<file path="config.mk">
export PLATFORM = sky130hd
export DESIGN_NAME = mqtt_connect_parser
export DESIGN_NICKNAME = d
export VERILOG_FILES = /design/src/design/mcp_pkg.sv /design/src/design/mqtt_connect_parser.sv
export SDC_FILE = /design/constraint.sdc
export NUM_CORES = 1
export LEC_CHECK = 0
export ABC_AREA = 0
export BUFFER_PORTS_ARGS = -buffer_cell sky130_fd_sc_hd__buf_2
export CORE_UTILIZATION = 35
export DETAILED_ROUTE_END_ITERATION = 8
export GPL_TIMING_DRIVEN = 0
export PLACE_DENSITY = 0.61
export SYNTH_ARGS = -nofsm -noshare
export SYNTH_HDL_FRONTEND = slang
export SYNTH_SLANG_ARGS = --single-unit
</file>
<file path="constraint.sdc">
create_clock -name clk -period 12 [get_ports clk]
set_clock_uncertainty 0.2 [all_clocks]
set_input_delay 0.6 -clock clk [delete_from_list [all_inputs] [get_ports clk]]
set_output_delay 0.6 -clock clk [all_outputs]
set_load 0.1 [all_outputs]
</file>
<file path="src/design/mcp_pkg.sv">
// shared codes and helper functions for the mqtt connect parser
`default_nettype none

package mcp_pkg;

    typedef logic [3:0] field_t;
    typedef logic [2:0] mal_t;
    typedef logic [1:0] rc_t;

    // field tags carried on field_id
    localparam field_t FLD_NAME_LEN   = 4'd0;
    localparam field_t FLD_NAME       = 4'd1;
    localparam field_t FLD_LEVEL      = 4'd2;
    localparam field_t FLD_FLAGS      = 4'd3;
    localparam field_t FLD_KEEPALIVE  = 4'd4;
    localparam field_t FLD_ID_LEN     = 4'd5;
    localparam field_t FLD_ID         = 4'd6;
    localparam field_t FLD_WTOPIC_LEN = 4'd7;
    localparam field_t FLD_WTOPIC     = 4'd8;
    localparam field_t FLD_WMSG_LEN   = 4'd9;
    localparam field_t FLD_WMSG       = 4'd10;
    localparam field_t FLD_USER_LEN   = 4'd11;
    localparam field_t FLD_USER       = 4'd12;
    localparam field_t FLD_PASS_LEN   = 4'd13;
    localparam field_t FLD_PASS       = 4'd14;
    localparam field_t FLD_DISCARD    = 4'd15;

    // malformed codes
    localparam mal_t MAL_NONE      = 3'd0;
    localparam mal_t MAL_RESERVED  = 3'd1;
    localparam mal_t MAL_WILL_RULE = 3'd2;
    localparam mal_t MAL_QOS3      = 3'd3;
    localparam mal_t MAL_LENGTH    = 3'd4;

    // connect return codes
    localparam rc_t RC_ACCEPTED   = 2'd0;
    localparam rc_t RC_BAD_LEVEL  = 2'd1;
    localparam rc_t RC_ID_REJECT  = 2'd2;
    localparam rc_t RC_BAD_CREDS  = 2'd3;

    // configuration register indexes
    localparam logic CFG_EXPECTED_LEVEL = 1'b0;
    localparam logic CFG_MAX_ID_LEN     = 1'b1;

    localparam logic [7:0]  RESET_EXPECTED_LEVEL = 8'd4;
    localparam logic [15:0] RESET_MAX_ID_LEN     = 16'd23;

    // connect flag bit positions
    localparam int FLAG_RESERVED = 0;
    localparam int FLAG_CLEAN    = 1;
    localparam int FLAG_WILL     = 2;
    localparam int FLAG_RETAIN   = 5;
    localparam int FLAG_PASS     = 6;
    localparam int FLAG_USER     = 7;

    function automatic logic is_alnum(input logic [7:0] b);
        return (b inside {[8'h30:8'h39], [8'h41:8'h5a], [8'h61:8'h7a]});
    endfunction

    // field that follows data field f under the received flags
    function automatic field_t next_field(input field_t f, input logic [7:0] fl);
        field_t nf;
        nf = FLD_DISCARD;
        if (f == FLD_NAME) nf = FLD_LEVEL;
        else if (f == FLD_ID && fl[FLAG_WILL]) nf = FLD_WTOPIC_LEN;
        else if (f == FLD_WTOPIC) nf = FLD_WMSG_LEN;
        else if (f <= FLD_WMSG && fl[FLAG_USER]) nf = FLD_USER_LEN;
        else if (f <= FLD_USER && fl[FLAG_PASS]) nf = FLD_PASS_LEN;
        return nf;
    endfunction

    function automatic mal_t flag_error(input logic [7:0] fl);
        mal_t e;
        e = MAL_NONE;
        if (fl[FLAG_RESERVED]) e = MAL_RESERVED;
        else if (!fl[FLAG_WILL] && (fl[FLAG_RETAIN:3] != 3'd0)) e = MAL_WILL_RULE;
        else if (fl[4:3] == 2'b11) e = MAL_QOS3;
        return e;
    endfunction

endpackage

`default_nettype wire

</file>
<file path="src/design/mqtt_connect_parser.sv">
// mqtt connect parser top level: byte tagging, flag checks and end-of-packet summary
`default_nettype none

// Streaming parser for the variable header and payload of an MQTT CONNECT
// packet, one byte per request. Each byte comes back tagged with its field
// (length prefixes, protocol name, level, flags, keep alive, client id, will
// topic and message, username, password, or discard) and a field end mark.
// The byte marked last also carries the packet summary: malformed code,
// connect return code, the assign-id hint and the received keep alive, level
// and flags; the parse state then rearms for the next packet. Throughput is
// one byte per clock while the receiver takes results: a byte passes the
// input register, then the field decode and state update that sit between
// that register and the result register, then the result register. Result
// register and input register are both refilled in the cycle a result is
// taken, so stalls on the output side cost no bubbles. Configuration writes
// take effect at once and should only be made while no packet is in flight.
module mqtt_connect_parser
    import mcp_pkg::*;
(
    input  wire logic        clk,
    input  wire logic        rst_n,
    input  wire logic        cfg_we,
    input  wire logic        cfg_index,
    input  wire logic [15:0] cfg_wdata,
    input  wire logic        in_valid,
    output logic             in_ready,
    input  wire logic [7:0]  rx_byte,
    input  wire logic        last_byte,
    output logic             out_valid,
    input  wire logic        out_ready,
    output logic [3:0]       field_id,
    output logic [7:0]       data_byte,
    output logic             field_end,
    output logic             done_res,
    output logic [2:0]       malformed,
    output logic [1:0]       return_code,
    output logic             assign_id,
    output logic [15:0]      keep_alive_out,
    output logic [7:0]       level_out,
    output logic [7:0]       flags_out
);

    // configuration
    logic [7:0]  expected_level_reg;
    logic [15:0] max_id_len_reg;

    // input register
    logic        s1_valid_reg;
    logic [7:0]  s1_byte_reg;
    logic        s1_last_reg;

    // parse state
    field_t      field_pos_reg, field_pos_next;
    logic [7:0]  len_hi_reg, len_hi_next;
    logic [15:0] bytes_left_reg, bytes_left_next;
    logic        prefix_phase_reg, prefix_phase_next;
    logic [7:0]  flags_reg, flags_next;
    logic [7:0]  level_reg, level_next;
    logic [15:0] keep_alive_reg, keep_alive_next;
    logic [15:0] id_length_reg, id_length_next;
    logic        id_bad_reg, id_bad_next;
    mal_t        error_reg, error_next;

    // result register
    logic        out_valid_reg;
    field_t      field_id_reg;
    logic [7:0]  data_byte_reg;
    logic        field_end_reg, field_end_next;
    logic        done_reg;
    mal_t        mal_reg, mal_next;
    rc_t         rc_reg, rc_next;
    logic        assign_reg, assign_next;
    logic [15:0] ka_out_reg, ka_out_next;
    logic [7:0]  lv_out_reg, lv_out_next;
    logic [7:0]  fl_out_reg, fl_out_next;

    logic        advance;
    logic [15:0] len_value;
    logic [15:0] bytes_dec;
    mal_t        fl_err;

    assign advance  = s1_valid_reg && (!out_valid_reg || out_ready);
    assign in_ready = !s1_valid_reg || advance;

    always_ff @(posedge clk or negedge rst_n)
    begin
        if (!rst_n)
        begin
            expected_level_reg <= RESET_EXPECTED_LEVEL;
            max_id_len_reg     <= RESET_MAX_ID_LEN;
        end
        else if (cfg_we)
        begin
            case (cfg_index)
                CFG_EXPECTED_LEVEL: expected_level_reg <= cfg_wdata[7:0];
                CFG_MAX_ID_LEN:     max_id_len_reg     <= cfg_wdata;
                default:            ;
            endcase
        end
    end

    // input register
    always_ff @(posedge clk or negedge rst_n)
    begin
        if (!rst_n)
            s1_valid_reg <= 1'b0;
        else if (in_ready)
            s1_valid_reg <= in_valid;
    end

    always_ff @(posedge clk)
    begin
        if (in_ready && in_valid)
        begin
            s1_byte_reg <= rx_byte;
            s1_last_reg <= last_byte;
        end
    end

    // field decode and state update
    always_comb
    begin
        field_pos_next    = field_pos_reg;
        len_hi_next       = len_hi_reg;
        bytes_left_next   = bytes_left_reg;
        prefix_phase_next = prefix_phase_reg;
        flags_next        = flags_reg;
        level_next        = level_reg;
        keep_alive_next   = keep_alive_reg;
        id_length_next    = id_length_reg;
        id_bad_next       = id_bad_reg;
        error_next        = error_reg;
        field_end_next    = 1'b0;
        mal_next          = MAL_NONE;
        rc_next           = RC_ACCEPTED;
        assign_next       = 1'b0;
        ka_out_next       = '0;
        lv_out_next       = '0;
        fl_out_next       = '0;
        len_value         = {len_hi_reg, s1_byte_reg};
        bytes_dec         = (bytes_left_reg != 16'd0) ? bytes_left_reg - 16'd1 : 16'd0;
        fl_err            = flag_error(s1_byte_reg);

        case (field_pos_reg)
            FLD_DISCARD:
            begin
                if (error_reg == MAL_NONE) error_next = MAL_LENGTH;
            end
            FLD_LEVEL:
            begin
                level_next     = s1_byte_reg;
                field_end_next = 1'b1;
                field_pos_next = FLD_FLAGS;
            end
            FLD_FLAGS:
            begin
                flags_next     = s1_byte_reg;
                field_end_next = 1'b1;
                if (fl_err != MAL_NONE)
                begin
                    error_next     = fl_err;
                    field_pos_next = FLD_DISCARD;
                end
                else
                    field_pos_next = FLD_KEEPALIVE;
            end
            FLD_NAME_LEN, FLD_KEEPALIVE, FLD_ID_LEN, FLD_WTOPIC_LEN,
            FLD_WMSG_LEN, FLD_USER_LEN, FLD_PASS_LEN:
            begin
                if (!prefix_phase_reg)
                begin
                    len_hi_next       = s1_byte_reg;
                    prefix_phase_next = 1'b1;
                end
                else
                begin
                    prefix_phase_next = 1'b0;
                    field_end_next    = 1'b1;
                    if (field_pos_reg == FLD_KEEPALIVE)
                    begin
                        keep_alive_next = len_value;
                        field_pos_next  = FLD_ID_LEN;
                    end
                    else
                    begin
                        bytes_left_next = len_value;
                        if (field_pos_reg == FLD_ID_LEN) id_length_next = len_value;
                        // an empty field skips its data bytes
                        if (len_value == 16'd0)
                            field_pos_next = next_field(field_pos_reg + 4'd1, flags_reg);
                        else
                            field_pos_next = field_pos_reg + 4'd1;
                    end
                end
            end
            default:
            begin
                if (field_pos_reg == FLD_ID && !is_alnum(s1_byte_reg)) id_bad_next = 1'b1;
                bytes_left_next = bytes_dec;
                if (bytes_dec == 16'd0)
                begin
                    field_end_next = 1'b1;
                    field_pos_next = next_field(field_pos_reg, flags_reg);
                end
            end
        endcase

        if (s1_last_reg)
        begin
            // truncated packet
            if (field_pos_next != FLD_DISCARD && error_next == MAL_NONE)
                error_next = MAL_LENGTH;
            mal_next    = error_next;
            ka_out_next = keep_alive_next;
            lv_out_next = level_next;
            fl_out_next = flags_next;
            if (error_next == MAL_NONE)
            begin
                if (level_next != expected_level_reg)
                    rc_next = RC_BAD_LEVEL;
                else if (id_length_next > max_id_len_reg || id_bad_next)
                    rc_next = RC_ID_REJECT;
                else if (id_length_next == 16'd0 && !flags_next[FLAG_CLEAN])
                    rc_next = RC_ID_REJECT;
                else
                begin
                    assign_next = (id_length_next == 16'd0);
                    if (flags_next[FLAG_PASS] && !flags_next[FLAG_USER])
                        rc_next = RC_BAD_CREDS;
                end
            end
            // rearm for the next packet
            field_pos_next    = FLD_NAME_LEN;
            len_hi_next       = '0;
            bytes_left_next   = '0;
            prefix_phase_next = 1'b0;
            flags_next        = '0;
            level_next        = '0;
            keep_alive_next   = '0;
            id_length_next    = '0;
            id_bad_next       = 1'b0;
            error_next        = MAL_NONE;
        end
    end

    always_ff @(posedge clk or negedge rst_n)
    begin
        if (!rst_n)
        begin
            field_pos_reg    <= FLD_NAME_LEN;
            len_hi_reg       <= '0;
            bytes_left_reg   <= '0;
            prefix_phase_reg <= 1'b0;
            flags_reg        <= '0;
            level_reg        <= '0;
            keep_alive_reg   <= '0;
            id_length_reg    <= '0;
            id_bad_reg       <= 1'b0;
            error_reg        <= MAL_NONE;
        end
        else if (advance)
        begin
            field_pos_reg    <= field_pos_next;
            len_hi_reg       <= len_hi_next;
            bytes_left_reg   <= bytes_left_next;
            prefix_phase_reg <= prefix_phase_next;
            flags_reg        <= flags_next;
            level_reg        <= level_next;
            keep_alive_reg   <= keep_alive_next;
            id_length_reg    <= id_length_next;
            id_bad_reg       <= id_bad_next;
            error_reg        <= error_next;
        end
    end

    // result register
    always_ff @(posedge clk or negedge rst_n)
    begin
        if (!rst_n)
            out_valid_reg <= 1'b0;
        else if (advance)
            out_valid_reg <= 1'b1;
        else if (out_ready)
            out_valid_reg <= 1'b0;
    end

    always_ff @(posedge clk)
    begin
        if (advance)
        begin
            field_id_reg  <= field_pos_reg;
            data_byte_reg <= s1_byte_reg;
            field_end_reg <= field_end_next;
            done_reg      <= s1_last_reg;
            mal_reg       <= mal_next;
            rc_reg        <= rc_next;
            assign_reg    <= assign_next;
            ka_out_reg    <= ka_out_next;
            lv_out_reg    <= lv_out_next;
            fl_out_reg    <= fl_out_next;
        end
    end

    assign out_valid      = out_valid_reg;
    assign field_id       = field_id_reg;
    assign data_byte      = data_byte_reg;
    assign field_end      = field_end_reg;
    assign done_res       = done_reg;
    assign malformed      = mal_reg;
    assign return_code    = rc_reg;
    assign assign_id      = assign_reg;
    assign keep_alive_out = ka_out_reg;
    assign level_out      = lv_out_reg;
    assign flags_out      = fl_out_reg;

    // summary fields stay zero on bytes that do not end a packet
    a_summary_quiet: assert property (@(posedge clk) disable iff (!rst_n)
        out_valid_reg && !done_reg |-> mal_reg == MAL_NONE && rc_reg == RC_ACCEPTED
            && !assign_reg && ka_out_reg == 16'd0)
        else $error("summary fields set on a byte that does not end the packet");

    // a malformed packet carries no return code and no assign hint
    a_mal_no_rc: assert property (@(posedge clk) disable iff (!rst_n)
        out_valid_reg && mal_reg != MAL_NONE |-> rc_reg == RC_ACCEPTED && !assign_reg)
        else $error("return code reported for a malformed packet");

    // assign hint only on a well-formed packet end that is accepted or refused for bad credentials
    a_assign_ok: assert property (@(posedge clk) disable iff (!rst_n)
        out_valid_reg && assign_reg |-> done_reg && mal_reg == MAL_NONE
            && (rc_reg == RC_ACCEPTED || rc_reg == RC_BAD_CREDS))
        else $error("assign id hint on a rejected packet");

    // parse state rearms after the last byte
    a_rearm: assert property (@(posedge clk) disable iff (!rst_n)
        advance && s1_last_reg |=> field_pos_reg == FLD_NAME_LEN && error_reg == MAL_NONE
            && !prefix_phase_reg && id_length_reg == 16'd0)
        else $error("parse state not cleared after end of packet");

endmodule

`default_nettype wire

</file>
==> metrics.md <==
| Metric | Value |
|---|---|
| DP Area | around 10000 µm² |
| Die ar. | ~26000 µm² |
| Cell Chain, Critical Path | clkbuf_1 -> inv_1 -> ha_1 -> and4b_1 -> buf_4 -> buf_4 -> mux2i_1 -> inv_1 -> ha_1 -> nand4_1 -> nor2_1 -> a221oi_1 -> o21ai_0 -> a31oi_1 -> o21ai_0 -> or4_1 -> nor2_1 |
| Post-DP HPWL | about 18000 µm |
| Final Instance Area | 10300 µm² |
| Reg clk slew, reported paths | around 0.070 ns |
| N_diodes | 0 |
| CTS root buffer | clkbuf_16 |
| Post-CTS sizing | 0 |
| CP endpoint kind | flop |
| Largest net degree at the start of global routing | 88 |
| Number of synthesized register bits | 168 |
| Hold Violations, Final | 0 |
| Gate power share | 44.5% |
| Worst EP required | 12.09 ns |
| Post-CTS setup buffer count | 0 |
| Total global-route track usage | about a fifth |
| RSZ-0062 raised after global routing | no |
| Count leader, synth | nand2_1 |
| Switching portion of total power | about 45% |
| CTS tree | built |
| Post-synth top area share | 28.9% |
| Ys flop type | dfrtp_1 |
| Routed vias/inst | 5.40 |
| Leakage power | approximately 0.0045 µW |
| Final #Nets | 1030 |
| MaxCap Viol Count | 0 |
| Reg-to-Reg End | assign_id |
| Worst-case clock buffer depth | 2 |
| Remaining antenna violation count after routing | 0 |
| Initial cell density of the core | 36.0% |
| CP Buf/Inv Count | 5 |
| Synth top cells by count | nand2_1, dfrtp_1, edfxtp_1 |
| I/O pins | 85 |
| Syn Nets | roughly 920 |
| Hold Startpoint | rx_byte[7] |
| Post-Syn Instances | 869 |
| Ys async rst share | between 60 and 70% |
| Tmin final | roughly 4.6 ns |
| Final Routed Wirelength | about 25000 µm |
| Worst R2R Start | field_pos_reg[0] |
| Ys Warns | 0 |
| Worst IR Drop VDD | 0.123 mV |
| Post-Synthesis Mean Instance Area | 10.2 µm² |
| Vias in the first global route | 6810 |
| Status | finished clean |
| Max-Slew Margin vs Limit | roughly a third |
| Initial antenna violation count | 0 |
| Clk sink count | 168 |
| Crit path DAT | 4.67 ns |
| Worst-case reg-to-reg path depth | 17 |
| Number of flops mapped to enable cells by yosys | 61 |
| Max FO, Critical Path | 10 |
| Post-CTS Hold Fix Bufs | 1 |
| Area Overhead vs Synth | 17.0% |
| Clk_lat worst skew | 0.43 ns |
| Die height | 161 µm |
| Num rows | 57 |
| Inserted Clock Buffers | 17 |
| DRC | 0 |
| Iteration-0 DRC Markers | 526 |
| Kind of critical path | flop to flop |
| Sum Neg Setup Slack | 0 ns |
| CP delay by family, top | buffers and inverters |
| First-pass GRT wire length | just under 40000 µm |
| Hold Path End | s1_byte_reg[7] |
| Final worst-path cycle share | 38.2% |
| Setup crit start kind | flop |
| Top post-synthesis cells by area | dfrtp_1, edfxtp_1, nand2_1, mux2_2, ha_1 |
| Register area share after synthesis | between 50% and 60% |
| GP Congestion | 0.904 |
| IO Port Bufs | 84 |
| Int Pwr | 1360 µW |
| Clock power frac | 23.0% |
| Fraction of layout cells with a size suffix above 1 | a little under a fifth |
| Synth cell types | 80 |
| Drt pass-1 iters | 5 |
| NetSw | 1090 µW |
| Die X | 161 µm |
| Clock H-tree levels | 4 |
| WL per Instance | 18.9 µm |
| Global route total overflow | 0 |
| Final setup fails | 0 |
| Seq pwr share | 32.5% |
| Slowest stage delay, CP | 0.54 ns |
| Cell accounting for the most synthesized area | dfrtp_1 |
| Min-Delay Path Depth | 1 |
| Crit-path slowest cell | or4_1 |
| Mapped Area | 8840 µm² |
| Reg2Reg Setup Slack | 7.42 ns |
| PwrDens | 237 nW/µm² |
| Pins over their slew limit | 0 |
| HP Class | input pin to flop |
| Max Clk Rate | 218 MHz |
| Routed vias | about 7100 |
| Worst-margin pin slew | 0.997 ns |
| Core area | 24500 µm² |
-- cells in the final DEF, fill, tap and decap left out, types with 5 or more instances in the layout --
cell type | Yosys | final
nor3_1 | 13 | 13
a22o_1 | 29 | 29
dfstp_2 | 5 | 5
nand4_1 | 9 | 9
inv_1 | 42 | 42
dfrtp_1 | 102 | 102
o31ai_1 | 6 | 6
nor2b_1 | 11 | 11
clkbuf_16 | 0 | 19
nand2b_1 | 5 | 5
nand3b_1 | 5 | 5
buf_2 | 3 | 87
edfxtp_1 | 61 | 61
nor4_1 | 7 | 7
clkbuf_1 | 39 | 39
nor2_1 | 51 | 51
xnor2_1 | 13 | 13
mux2i_1 | 26 | 26
a22oi_1 | 5 | 5
a21oi_1 | 58 | 58
mux2_2 | 28 | 28
nand2_1 | 125 | 125
nand3_1 | 9 | 9
ha_1 | 24 | 24
a32oi_1 | 5 | 5
a21o_1 | 6 | 6
a31oi_1 | 7 | 7
o21ai_0 | 59 | 59
o21ai_1 | 21 | 21
-- power by group through the flow --
| stage | Combinational, µW | Clock [µW] | Sequential [µW] |
|---|---|---|---|
| 6_report | 1090 | 564 | 798 |
| 3_3_place_gp | 1070 | 0 | 808 |
| 2_1_floorplan | 692 | 0 | 921 |
| 4_1_cts | 1080 | 576 | 797 |
| 5_1_grt | 1190 | 601 | 811 |
| 3_5_place_dp | 1080 | 0 | 807 |
-- per-stage QoR --
step                      setup slack, ns  instances  hold WS, ns  power [µW]  utilization [%]
after floorplan                      8.14        869        0.104        1610                -
final                                7.42       1312        0.141        2460             42.2
after CTS                            7.39       1312        0.129        2460             42.2
after global routing                 6.96       1312        0.125        2600             42.2
after detailed placement             7.43       1279        0.237        1880             39.6
after global placement               7.02       1277        0.232        1880             39.4
-- final cells by class --
type | instances | area [µm²]
inverters | 43 | 161
flip-flops and latches | 168 | 4520
clock inverters | 12 | 124
repair buffers | 87 | 484
well taps | 324 | 405
fillers | 2433 | 14200
multi-input cells | 605 | 3890
clock buffers | 20 | 489
plain buffers | 53 | 272
-- cells by family after synthesis --
logic type / after synthesis / share of synthesized area (%)
flip-flops: 168 / 51.1
multiplexers: 55 / 6.67
XOR/XNOR: 15 / 1.49
AND/OR/NAND/NOR: 270 / 14.8
AO/OA/AOI/OAI: 241 / 17.6
buffers and inverters: 96 / 4.88
adder cells (fa/ha/maj): 24 / 3.40
-- metal layers --
metal	vias to the layer above	track usage [%]	wire, µm
li1	3348	-	-
met1	3465	27.8	11500
met2	250	31.7	11500
met3	26	3.67	1540
met4	0	4.07	295
met5	-	0	0
-- worst max path at each step --
stage | start | end | slack [ns] | depth (start not counted)
floorplan | field_pos_reg[0] | assign_id | 8.14 | 17
global placement | out_ready | level_reg[3] | 7.02 | 8
detailed placement | field_pos_reg[0] | assign_id | 7.43 | 17
CTS | field_pos_reg[0] | assign_id | 7.39 | 17
global route | field_pos_reg[0] | assign_id | 6.96 | 17
finish | field_pos_reg[0] | assign_id | 7.42 | 17
Note: power is estimated with default switching activity, not from simulation.
